**src/rtl/assert_macros.svh**
```systemverilog
// Assertion macros used by the top-level RTL file.
// Empty when SYNTHESIS is defined; no other dependencies.
`ifndef ASSERT_MACROS_SVH
`define ASSERT_MACROS_SVH

`ifndef SYNTHESIS
// Same-cycle implication, checked on every rising edge outside reset.
`define SFTC_ASSERT(label, ante, cons) \
    label: assert property (@(posedge i_clk) disable iff (!i_rst_n) (ante) |-> (cons)) \
        else $error("assertion failed");
// Next-cycle implication.
`define SFTC_ASSERT_NEXT(label, ante, cons) \
    label: assert property (@(posedge i_clk) disable iff (!i_rst_n) (ante) |=> (cons)) \
        else $error("assertion failed");
`else
`define SFTC_ASSERT(label, ante, cons)
`define SFTC_ASSERT_NEXT(label, ante, cons)
`endif

`endif

```
**src/rtl/sftc_pkg.sv**
```systemverilog
// Shared constants, register indexes and the frame-bit function.
// No dependencies.
package sftc_pkg;

    localparam int unsigned BAUD_BITS       = 22;
    localparam int unsigned FRAME_BITS_W    = 4;
    localparam int unsigned CHAR_W          = 24;
    localparam int unsigned BURST_W         = 32;
    localparam int unsigned TURN_W          = 25;
    localparam int unsigned SIL_W           = 26;
    localparam int unsigned CFG_IDX_W       = 3;

    localparam int unsigned US_PER_SECOND   = 1000000;
    localparam int unsigned SIL_US_PER_BIT  = 3500000;  // 3.5 chars times 1e6 us per second
    localparam int unsigned FAST_BAUD_LIMIT = 19200;
    localparam int unsigned FAST_SILENCE_US = 1750;

    localparam logic [CFG_IDX_W-1:0] REG_BAUD   = 3'd0;
    localparam logic [CFG_IDX_W-1:0] REG_DATA   = 3'd1;
    localparam logic [CFG_IDX_W-1:0] REG_PARITY = 3'd2;
    localparam logic [CFG_IDX_W-1:0] REG_STOP   = 3'd3;
    localparam logic [CFG_IDX_W-1:0] REG_AUTO   = 3'd4;

    // Whole bit times per character from the clamped format.
    function automatic logic [FRAME_BITS_W-1:0] frame_bits(
        input logic [3:0] data_cnt,
        input logic       parity,
        input logic [2:0] stop_half
    );
        logic [3:0] d;
        logic [2:0] s;
        logic [4:0] half;
        d = data_cnt;
        s = stop_half;
        if (d < 4'd5) d = 4'd5;
        if (d > 4'd8) d = 4'd8;
        if (s < 3'd2) s = 3'd2;
        if (s > 3'd4) s = 3'd4;
        half = 5'd2 + {d, 1'b0} + {3'd0, parity, 1'b0} + {2'd0, s} + 5'd1;
        return half[4:1];
    endfunction

endpackage

```
**src/rtl/sftc_div_cell.sv**
```systemverilog
// One restoring-division step for the three timing lanes.
// Depends on sftc_pkg.
module sftc_div_cell import sftc_pkg::*; #(
    parameter int unsigned NUM_W = 40
) (
    input  logic                            i_clk,
    input  logic                            i_rst_n,
    input  logic                            i_en,
    input  logic [BAUD_BITS-1:0]            i_div,
    input  logic                            i_valid,
    input  logic [2:0][BAUD_BITS-1:0]       i_rem,
    input  logic [2:0][NUM_W-1:0]           i_nq,
    output logic                            o_valid,
    output logic [2:0][BAUD_BITS-1:0]       o_rem,
    output logic [2:0][NUM_W-1:0]           o_nq
);

    logic [2:0][BAUD_BITS-1:0] n_rem;
    logic [2:0][NUM_W-1:0]     n_nq;
    logic                      r_valid;
    logic [2:0][BAUD_BITS-1:0] r_rem;
    logic [2:0][NUM_W-1:0]     r_nq;

    // Shift in the next numerator bit; the quotient bit fills from the bottom.
    always_comb begin
        logic [BAUD_BITS:0] sh;
        logic               ge;
        for (int l = 0; l < 3; l++) begin
            sh       = {i_rem[l], i_nq[l][NUM_W-1]};
            ge       = (sh >= {1'b0, i_div});
            n_rem[l] = ge ? BAUD_BITS'(sh - {1'b0, i_div}) : sh[BAUD_BITS-1:0];
            n_nq[l]  = {i_nq[l][NUM_W-2:0], ge};
        end
    end

    always_ff @(posedge i_clk) begin
        if (!i_rst_n) begin
            r_valid <= 1'b0;
        end else if (i_en) begin
            r_valid <= i_valid;
        end
    end

    always_ff @(posedge i_clk) begin
        if (i_en) begin
            r_rem <= n_rem;
            r_nq  <= n_nq;
        end
    end

    assign o_valid = r_valid;
    assign o_rem   = r_rem;
    assign o_nq    = r_nq;

endmodule
```
**config.mk**
```make
export PLATFORM = sky130hd
export DESIGN_NAME = sftc_div_cell
export DESIGN_NICKNAME = d
export VERILOG_FILES = /design/src/rtl/assert_macros.svh /design/src/rtl/sftc_pkg.sv /design/src/rtl/sftc_div_cell.sv
export SDC_FILE = /design/constraint.sdc
export NUM_CORES = 1
export LEC_CHECK = 0
export BUFFER_PORTS_ARGS = -buffer_cell sky130_fd_sc_hd__buf_2
export CORE_MARGIN = 3
export CORE_UTILIZATION = 26
export DETAILED_ROUTE_END_ITERATION = 16
export PLACE_DENSITY_LB_ADDON = 0.3
export REMOVE_ABC_BUFFERS = 1
export SYNTH_ARGS = -nofsm -noshare
export SYNTH_HDL_FRONTEND = slang
export SYNTH_SLANG_ARGS = --single-unit
```
**constraint.sdc**
```tcl
create_clock -name i_clk -period 3.2 [get_ports i_clk]
set_input_delay 0.32 -clock i_clk [delete_from_list [all_inputs] [get_ports i_clk]]
set_output_delay 0.32 -clock i_clk [all_outputs]
set_load 0.03 [all_outputs]
```
Yosys cells after proc, flatten, opt, wreduce, memory -nomap -nowiden
Index checks and enable logic that the tools add are counted.
Word-level totals
  register bits after elaboration: 187
  output and inout port bits: 187
Cells by class
  magnitude comparators: 3
  mux-type cells: 3
  add/sub/neg operators: 3
Operators with widths (number)
  23-bit by 22-bit greater-or-equal comparator with 1-bit output: 3
  22-bit two-way mux: 3
  22-bit subtractor: 3

Longest topological paths before layout
Gate-level depths: netlist (run 1).
  depth after elaboration: 2
  mapped depth: 12

Worst setup path after synthesis (run 1)
OpenSTA, ideal clock, no wires.
  kind: input to register
  start: in i_nq[79] in the netlist's numbering
  end: reg r_rem (netlist bit o_rem[36]), data pin
  arrival: 2.548 ns
  data required time: 2.940 ns
  path slack: 0.393 ns
  path buffers: 0
  stages on the path: 12
  cell sequence: inv_1 > ha_1 > inv_1 > fa_1 > a21o_1 > a21o_1 > a2111oi_2 > nor2_1 > o41ai_4 > o21ai_1 > xor2_1 > mux2_2
RTL lines
  start: declaration: RTL line sftc_div_cell.sv:12  | input logic [2:0][NUM_W-1:0] i_nq,
  end signal: assignment: RTL line sftc_div_cell.sv:46  | r_rem <= n_rem;
  end: declaration: RTL line sftc_div_cell.sv:21  | logic [2:0][BAUD_BITS-1:0] r_rem;

==> out/qor.txt, run 1 <==
Multiplexer area fraction after synthesis -> 0.0254
Initial antenna violation count -> 10
GRT Util Overall -> 0.166
Pre-CTS setup slack -> -33.7 ps
Die height -> 199 um
Nets -> 1555
Area of the mapped netlist -> 0.00972 mm^2
H-tree depth -> 4
Clk pwr share -> 0.293
Worst EP required -> 3390 ps
Seq cells post-synth -> 187
Yosys warns -> 0
I/O Buffers -> 398
Synth cell count leaders -> edfxtp_1 (186), a21oi_1 (91), nor2_1 (86)
FP Rows -> 70
Slew HR -> 0.190
Critical R2R Capture -> o_valid
Vias per cell -> 4.62
Pin count of the biggest net entering global routing -> 79
Root buf cell -> clkbuf_16
Slew @ Worst Pin -> 1210 ps
Xor/xnor cell area share of the yosys netlist -> 0.0469
Drt drc -> 0
WS Path Type -> input port to flop
MaxCap Viol Count -> 0
Sw Ratio -> 0.329
Post-Synthesis Cells -> 798
Most common cell in the netlist -> edfxtp_1
Die X -> 199 um
Max-slew violation count -> 0
CTS tree -> done
Post-CTS Resized -> 0
DR iter-0 viols -> 404
Net Sw Power -> 2.43 mW
DP Wirelength -> 28.7 mm
First-pass GRT wire length -> 48.8 mm
Die area -> 0.0397 mm^2
Area Overhead vs Synth -> 38.1%
Predominant post-synthesis flop cell -> edfxtp_1
Maximum vdd drop -> 0.264 mV
Final hold slack -> 50.4 ps
Asr flop ratio synth -> 0
Sequential area share after synthesis -> 0.577
Logic gate share of total power -> 0.286
Vias after detailed routing -> 8112
Mapped Avg Cell Area -> 12.2 um^2
Grt total ovfl -> 0
Vias in the first global route -> 8269
Simple logic cell fraction of the synthesized area -> 0.0923
Core ar. -> 0.0367 mm^2
Crit Reg-Reg Startpoint -> o_valid
PwrDens -> 552 mW/mm^2
Compound-Gate Fraction of Synth Area -> 0.144
Adder-cell share of the synthesized area -> 0.0912
Leak -> 5.97 nW
Setup Skew -> 0 ps
Internal power -> 4.97 mW
Largest family of logic cells by synthesized area -> compound AO/OA/AOI/OAI gates
Routability cong. -> 0.894
Unrepaired setup endpoints after global routing -> false
Tmin final -> 2700 ps
Final setup margin -> 495 ps
Hold depth -> 1
I/O Pins -> 399
Post-layout util -> 0.366
Hold Buf Count CTS -> 0
Design Power -> 7.40 mW
Share of cells above drive strength 1 -> 0.408
Crit path DAT -> 2890 ps
R2R cell count -> 2
Unique masters post-synth -> 64
First-pass DRT Iterations -> 4
Routed wire length -> 34.6 mm
Outcome -> completed
Area leader, netlist -> edfxtp_1
Fmax -> 0.370 GHz
Endpoint class of the critical path -> flop
Per-cell routed wire length -> 19.7 um
Hold WC Path Type -> input port to flop
Worst hold path endpoint -> o_nq[61]
Crit share post-route -> 0.845
R2r setup slk -> 2600 ps
Initial Utilization -> 0.265
Worst setup SP type -> input port
Clk_lat worst skew -> 440 ps
Number of synthesized flops with an enable pin -> 186
Clock transition at path regs -> 70 ps
Clk buf depth -> 2
CTS sink count -> 187
Final Hold Fails -> 0
Post-CTS Repair Setup Buffers -> 0
Setup-failing EPs final -> 0
TritonCTS buffer count -> 17
Sequential Power Share -> 0.421
Hold wc startpoint -> i_nq[60]
Yosys top cell area share -> 0.575
CP max FO -> 24
Routed Antenna Nets -> 0
Dominant cells by area after synthesis -> edfxtp_1 (57%), ha_1 (8.5%), a21oi_1 (4.7%), nor2_1 (3.3%), xnor2_1 (2.9%)
power groups by stage:
stage	clock [mW]	sequential [mW]	combinational, mW
4_1_cts	2.25	3.12	2.14
2_1_floorplan	0	3.70	0.753
5_1_grt	2.33	3.14	2.30
6_report	2.17	3.11	2.12
3_5_place_dp	0	3.17	2.13
3_3_place_gp	0	3.18	2.13
cell families after synthesis:
kind of cell,after synthesis
fa+ha+maj,69
buf+inv,54
simple gates,196
xor+xnor,52
compound gates,218
mux,22
flops,187
worst max-delay path, cell delays in order:
cell      delay (ps)
buf_2             90
inv_1            100
ha_1             320
nor2b_1          170
o2111a_1         240
o21ai_1          160
nand2_1          110
a211oi_1          80
a21oi_2          880
buf_4            330
a21oi_1           90
stage by stage:
| step | cells | setup TNS (ps) | area, um^2 |
|---|---|---|---|
| final | 1757 | 0 | 13400 |
| after global routing | 1756 | 0 | 13400 |
| after CTS | 1755 | 0 | 13400 |
| after detailed placement | 1723 | -221 | 12800 |
| after global placement | 1723 | -563 | 12800 |
| after floorplan | 782 | -5040 | 9630 |
layout make-up:
cell class | count | area [um^2]
fillers | 3640 | 23300
diodes | 2 | 5.00
multi-input cells | 557 | 3890
flip-flops and latches | 187 | 5610
well taps | 468 | 586
inverters | 38 | 143
clock buffers | 18 | 429
clock inverters | 14 | 159
repair buffers | 473 | 2600
per-layer routing:
metal | GRT usage | up-vias | wire length [um]
met5 | 0 | - | 88
met4 | 0.0488 | 16 | 784
met3 | 0.0477 | 45 | 2390
met2 | 0.316 | 253 | 18200
met1 | 0.179 | 3860 | 13200
li1 | - | 3938 | -
worst max path at each step:
stage               from  cells past startpoint        end
6_report        i_div[1]                     11  o_rem[46]
5_1_grt         i_div[1]                     12  o_rem[47]
4_1_cts         i_div[5]                     11  o_rem[46]
3_5_place_dp    i_div[5]                     11  o_rem[46]
3_3_place_gp    i_div[5]                     11  o_rem[48]
2_1_floorplan  i_div[17]                      9  o_rem[58]
cells in the final DEF (no fill, tap or decap), drive strengths merged, types with 4 or more instances in the layout:
| cell | n |
|---|---|
| nand4 | 8 |
| buf | 472 |
| and3 | 5 |
| xnor2 | 32 |
| edfxtp | 186 |
| a21oi | 92 |
| mux2 | 21 |
| nand2b | 6 |
| nand2 | 42 |
| a211oi | 9 |
| a31oi | 8 |
| xor2 | 20 |
| o21ai | 40 |
| nor2 | 86 |
| nor3 | 14 |
| nor2b | 9 |
| nand3 | 8 |
| clkbuf | 19 |
| o21a | 6 |
| a21o | 29 |
| ha | 66 |
| o21bai | 4 |
| clkinv | 4 |
| inv | 44 |
registers in the layout, indices dropped and copies added (netlist names):
register / count
o_nq: 120
o_rem: 66
o_valid: 1
No activity file was read; power rests on OpenSTA's default activity.
==> run 2: changes to the inputs <==
==> constraint.sdc (replaced) <==
create_clock -name i_clk -period 2.55 [get_ports i_clk]
set_input_delay 0.255 -clock i_clk [delete_from_list [all_inputs] [get_ports i_clk]]
set_output_delay 0.255 -clock i_clk [all_outputs]
set_load 0.03 [all_outputs]
==> run 2 against run 1 <==
Effect of this change:
- sequential share of layout area is 6.1 points lower
- routed wire length is 10% higher
- clock skew stayed put
- clock power is 35% higher
- critical endpoint is now o_rem[42]
- largest cell class unchanged
==> out/qor.txt, run 2 (synthesized netlist as in run 1, its figures left out) <==
Global routing usage on met1 -> 0.201 (+0.0222)
Commonest non-fill, non-tap cell in the layout -> buf_2
Initial antenna violation count -> 8 (-2)
Grt total ovfl -> 0 (unchanged)
Hold depth -> 3 (+2)
Tmin final -> 2450 ps
Root buf cell -> clkbuf_16
Ordered list of cells on the worst path -> buf_2, inv_1, ha_4, inv_1, fa_2, a21o_1, a21o_1, buf_4, a211oi_2, buf_4, o21ai_2, o21ai_2, a211oi_2, xor2_1, mux2_2
Worst EP required -> 2760 ps (-630 ps)
Max reg flops -> 120 (unchanged)
Non-Filler Instances -> 1986 (+13%)
Placed cell count -> 1826 (+6.0%)
WP depth -> 15 (+4)
Slowest stage cell, crit path -> fa_2
Routability cong. -> 0.882 (-1.4%)
Final hold slack -> 67.2 ps (+16.7 ps)
Register area -> 0.00561 mm^2 (unchanged)
Pin count of the biggest net entering global routing -> 66 (-16%)
Vias after detailed routing -> 9087 (+12%)
CP bufs+invs -> 5 (+2)
First-pass DRT Iterations -> 5 (+1)
Leak -> 7.06 nW (+18%)
Nets -> 1783 (+15%)
Crit share post-route -> 0.961
GRT Util Overall -> 0.185 (+0.0187)
Commonest cells after routing, fill and taps aside -> buf_2 (396), edfxtp_1 (186), buf_4 (179), dlygate4sd3_1 (118), a21oi_1 (88)
Core ar. -> 0.0367 mm^2 (unchanged)
Per-cell routed wire length -> 19.2 um (-2.5%)
Setup Skew -> 0 ps (unchanged)
FP Rows -> 70 (unchanged)
Maximum vdd drop -> 0.484 mV (+83%)
Slew @ Worst Pin -> 595 ps (-620 ps)
Crit path DAT -> 2660 ps (-230 ps)
DR iter-0 viols -> 337 (-17%)
Routed Antenna Nets -> 0 (unchanged)
I/O Buffers -> 398 (unchanged)
DP Wirelength -> 29.7 mm (+3.5%)
Worst setup SP type -> input port
Busiest metal layer after global routing -> met2
WS Path Type -> input port to flop
PwrDens -> 633 mW/mm^2 (+15%)
Final Hold Fails -> 0 (unchanged)
Multi-input gate area -> 0.00407 mm^2 (+4.7%)
Final setup TNS -> 0 ps (unchanged)
Die area -> 0.0397 mm^2 (unchanged)
Outcome -> completed
Share of cells above drive strength 1 -> 0.440 (+0.0323)
Area Overhead vs Synth -> 61.7%
TritonCTS buffer count -> 17 (unchanged)
Fmax -> 0.408 GHz
Delay-heaviest family, CP -> compound AO/OA/AOI/OAI gates
Die X -> 199 um (unchanged)
CTS tree -> done
Endpoint class of the critical path -> flop
Vias per cell -> 4.58 (-0.90%)
Routed wire length -> 38.1 mm (+10%)
Die height -> 199 um (unchanged)
Filler instances -> 3466 (-4.8%)
MaxCap Viol Count -> 0 (unchanged)
CTS sink count -> 187 (unchanged)
Post-layout util -> 0.428 (+0.0626)
I/O Pins -> 399 (unchanged)
Setup-failing EPs final -> 0 (unchanged)
First-pass GRT wire length -> 54.8 mm (+12%)
Initial Utilization -> 0.265 (unchanged)
Clock transition at path regs -> 90 ps (+20 ps)
Max-slew violation count -> 0 (unchanged)
R2r setup slk -> 1960 ps (-640 ps)
Slew HR -> 0.603 (+0.413)
H-tree depth -> 4 (unchanged)
Vias in the first global route -> 9480 (+15%)
Hold WC Path Type -> input port to flop
Slowest stage delay, CP -> 380 ps (-500 ps)
CP max FO -> 2 (-92%)
Routing usage on met2 -> 0.342 (+0.0258)
Drt drc -> 0 (unchanged)
Met3 Track Usage GR -> 0.0489 (+0.00118)
Clk buf depth -> 2 (unchanged)
R2R cell count -> 2 (unchanged)
Clk_lat worst skew -> 440 ps (about the same)
run 2: cell types whose count changed in the layout (fill, tap and decap cells not counted), sizes merged:
cell / previous run / this run
dlygate4sd3: 0 / 118
buf: 472 / 581
clkinv: 4 / 7
clkinvlp: 2 / 1
diode: 2 / 3
inv: 44 / 43
run 2: final timing paths:
path               end     start
min reg2reg    o_valid   o_valid
min            o_valid   i_valid
max          o_rem[42]  i_nq[79]
max reg2reg    o_valid   o_valid
run 2: worst min-delay path: stages:
cell and delay (ps):
buf_2 80, mux2i_1 50, nor2b_1 90
run 2: layout make-up:
cell class | count | area share
Tap cell | 468 | 0.0373
Inverter | 38 | 0.00932
Clock inverter | 15 | 0.0142
Timing Repair Buffer | 701 | 0.296
Clock buffer | 17 | 0.0271
Antenna cell | 3 | 0.000478
Multi-Input combinational cell | 557 | 0.259
Sequential cell | 187 | 0.357
run 2: per-layer routing:
layer	share of wire	up-vias
met3	0.062	77
met5	0.0017	-
met2	0.51	305
met1	0.39	4280
met4	0.039	12
li1	-	4413
run 2: per-stage QoR:
step	worst slack, ps	instance area, um^2	power [mW]
after floorplan	-993	9630	5.59
after global placement	-518	13600	6.84
after detailed placement	-528	13600	6.86
after CTS	-11.5	15500	10.0
after global routing	-15.3	15700	10.4
final	99.4	15700	9.94
run 2: repair_timing:
action                                 in CTS  in global routing
pin swaps                                   3                 17
resized for setup                           6                 31
setup endpoints to repair                   5                 36
setup buffers                               2                  5
hold buffers                              118                  0
endpoints found under the hold margin     118                  0
run 2: power by group:
part	leakage [nW]	internal, mW	switching, mW
clock	0.315	1.53	1.41
sequential	1.83	3.79	0.106
combinational	4.92	1.29	1.82
==> run 3: changes to the inputs <==
--- a/config.mk
+++ b/config.mk
@@ -5,7 +5,7 @@
 export SDC_FILE = /design/constraint.sdc
 export NUM_CORES = 1
 export LEC_CHECK = 0
-export BUFFER_PORTS_ARGS = -buffer_cell sky130_fd_sc_hd__buf_2
+export BUFFER_PORTS_ARGS = -buffer_cell sky130_fd_sc_hd__buf_4
 export CORE_MARGIN = 3
 export CORE_UTILIZATION = 26
 export DETAILED_ROUTE_END_ITERATION = 16
==> constraint.sdc (replaced) <==
create_clock -name i_clk -period 2.25 [get_ports i_clk]
set_input_delay 0.225 -clock i_clk [delete_from_list [all_inputs] [get_ports i_clk]]
set_output_delay 0.225 -clock i_clk [all_outputs]
set_load 0.03 [all_outputs]
==> run 3 against run 2 <==
Effect of this change:
- the flow now finishes with violations (setup timing)
- final area grew 11%
- global-route usage rose by 0.18 points
- combinational power up 34%
- via count rose by 2.5%
- worst setup slack lost 240 ps
- first-iteration DRC count shrank 16%
- utilization increased by 4.8 points
- register-to-register slack lost 320 ps
- clock-buffer cell count grew 2
- power increased by 16%
- non-clock buffer count is 43 higher
- clock power is 1% lower
- critical path type unchanged
- critical endpoint is now o_rem[36]
==> out/qor.txt, run 3 (synthesized netlist as in run 1, its figures left out) <==
Die X -> 199 um (unchanged)
Fmax -> 0.417 GHz
I/O Pins -> 399 (unchanged)
First-pass DRT Iterations -> 6 (+1)
Pin count of the biggest net entering global routing -> 46 (-30%)
Final hold slack -> 58.9 ps (-8.26 ps)
Design Power -> 11.5 mW (+16%)
Slew @ Worst Pin -> 451 ps (-145 ps)
Unrepaired setup endpoints after global routing -> true
CP max FO -> 5 (+3)
CTS tree -> done
Tmin final -> 2400 ps
Max-slew violation count -> 0 (unchanged)
Routability cong. -> 0.872 (-1.0%)
Grt total ovfl -> 0 (unchanged)
DR iter-0 viols -> 284 (-16%)
GRT Util Overall -> 0.187 (+0.00176)
Slew HR -> 0.700 (+0.0963)
Drt drc -> 0 (unchanged)
Vias per cell -> 4.60 (+0.52%)
Slowest stage cell, crit path -> a2111oi_4
Worst setup SP type -> input port
Endpoint class of the critical path -> flop
PwrDens -> 658 mW/mm^2 (+4.0%)
Die area -> 0.0397 mm^2 (unchanged)
Root buf cell -> clkbuf_16
Crit share post-route -> 1.06
Commonest non-fill, non-tap cell in the layout -> buf_4
Post-route cell area -> 0.0175 mm^2 (+11%)
MaxCap Viol Count -> 0 (unchanged)
DP Wirelength -> 30.0 mm (+0.91%)
Nets -> 1826 (+2.4%)
Post-layout util -> 0.477 (+0.0484)
TritonCTS buffer count -> 17 (unchanged)
Initial antenna violation count -> 3 (-5)
Maximum vdd drop -> 0.480 mV (-0.79%)
WS Path Type -> input port to flop
Final Hold Fails -> 0 (unchanged)
Clk buf depth -> 2 (unchanged)
Commonest cells after routing, fill and taps aside -> buf_4 (599), edfxtp_1 (186), dlygate4sd3_1 (118), a21oi_1 (76), nor2_1 (72)
Max reg flops -> 120 (unchanged)
I/O Buffers -> 398 (unchanged)
Failing checks -> setup timing
Final setup margin -> -145 ps (-245 ps)
Per-cell routed wire length -> 19.6 um (+2.0%)
Die height -> 199 um (unchanged)
Worst EP required -> 2440 ps (-320 ps)
Leak -> 7.70 nW (+9.0%)
Core ar. -> 0.0367 mm^2 (unchanged)
Hold WC Path Type -> input port to flop
Vias in the first global route -> 9474 (-0.063%)
Vias after detailed routing -> 9318 (+2.5%)
FP Rows -> 70 (unchanged)
Ordered list of cells on the worst path -> buf_6, clkinvlp_4, buf_6, fa_2, a21o_1, a21o_1, a2111oi_4, nor2_2, o41ai_4, o21ai_1, xor2_1, mux2_4
Routed wire length -> 39.7 mm (+4.1%)
Placed inst area -> 0.0148 mm^2 (+8.9%)
First-pass GRT wire length -> 55.3 mm (+0.80%)
H-tree depth -> 4 (unchanged)
Outcome -> complete, but fails checks
Clk_lat worst skew -> 440 ps (about the same)
Setup-failing EPs final -> 38 (+38)
Routed Antenna Nets -> 0 (unchanged)
CTS sink count -> 187 (unchanged)
Clock transition at path regs -> 70 ps (-20 ps)
Slowest stage delay, CP -> 380 ps (about the same)
Pre-CTS setup slack -> -824 ps (-297 ps)
Area Overhead vs Synth -> 80.0%
Share of cells above drive strength 1 -> 0.493 (+0.0523)
Setup Skew -> 0 ps (unchanged)
Crit path DAT -> 2580 ps (-80 ps)
Initial Utilization -> 0.265 (unchanged)
## run 3: cell count changes in the layout (fill, tap and decap cells not counted), sizes merged
cell / before / now
clkinvlp: 1 / 6
clkinv: 7 / 6
inv: 43 / 38
bufinv: 2 / 0
diode: 3 / 1
clkbuf: 19 / 21
buf: 581 / 624
## run 3: final cells by class
| cell class | count | area (um^2) |
|---|---|---|
| fillers | 3256 | 19200 |
| repair buffers | 744 | 6090 |
| flip-flops and latches | 187 | 5610 |
| multi-input cells | 557 | 4500 |
| well taps | 468 | 586 |
| clock buffers | 19 | 433 |
| inverters | 38 | 169 |
| clock inverters | 12 | 110 |
| diodes | 1 | 2.50 |
## run 3: metrics by stage
step / setup TNS (ps) / cells
6_report: -1900 / 2026
5_1_grt: -4440 / 2025
4_1_cts: -1700 / 2008
3_5_place_dp: -39830 / 1852
3_3_place_gp: -39050 / 1852
2_1_floorplan: -36930 / 782
## run 3: worst max-delay path, delay by kind of cell
kind	cells	cell delay [ps]
AO/OA/AOI/OAI	5	1160
buffers and inverters	3	340
adder cells (fa/ha/maj)	1	330
multiplexers	1	250
XOR/XNOR	1	150
AND/OR/NAND/NOR	1	110
## run 3: power by group
group	internal, mW	leakage (nW)	switching [mW]
Combinational	1.96	5.61	2.20
Sequential	4.30	1.83	0.143
Clock	1.45	0.263	1.46
Total	7.71	7.70	3.80
## run 3: final timing paths
path	startpoint	end	cells past startpoint	slack, ps
setup reg to reg	o_valid	o_valid	2	1640
hold / removal	i_valid	o_valid	3	60
hold reg to reg	o_valid	o_valid	2	540
setup / recovery	i_div[1]	o_rem[36]	12	-150
## run 3: routing by layer
| metal | wire, um | part of all wire | global-route usage |
|---|---|---|---|
| met1 | 15500 | 0.39 | 0.208 |
| met2 | 20200 | 0.51 | 0.340 |
| met3 | 2110 | 0.053 | 0.0425 |
| met4 | 1790 | 0.045 | 0.0835 |
| met5 | 34 | 0.00086 | 0 |
## run 3: what timing repair did
item,4_1_cts,5_1_grt
pin swaps,34,51
hold endpoints to repair,118,0
setup endpoints to repair,56,62
resized for setup,53,105
gates cloned,0,1
hold buffers,118,0
setup buffers,8,17
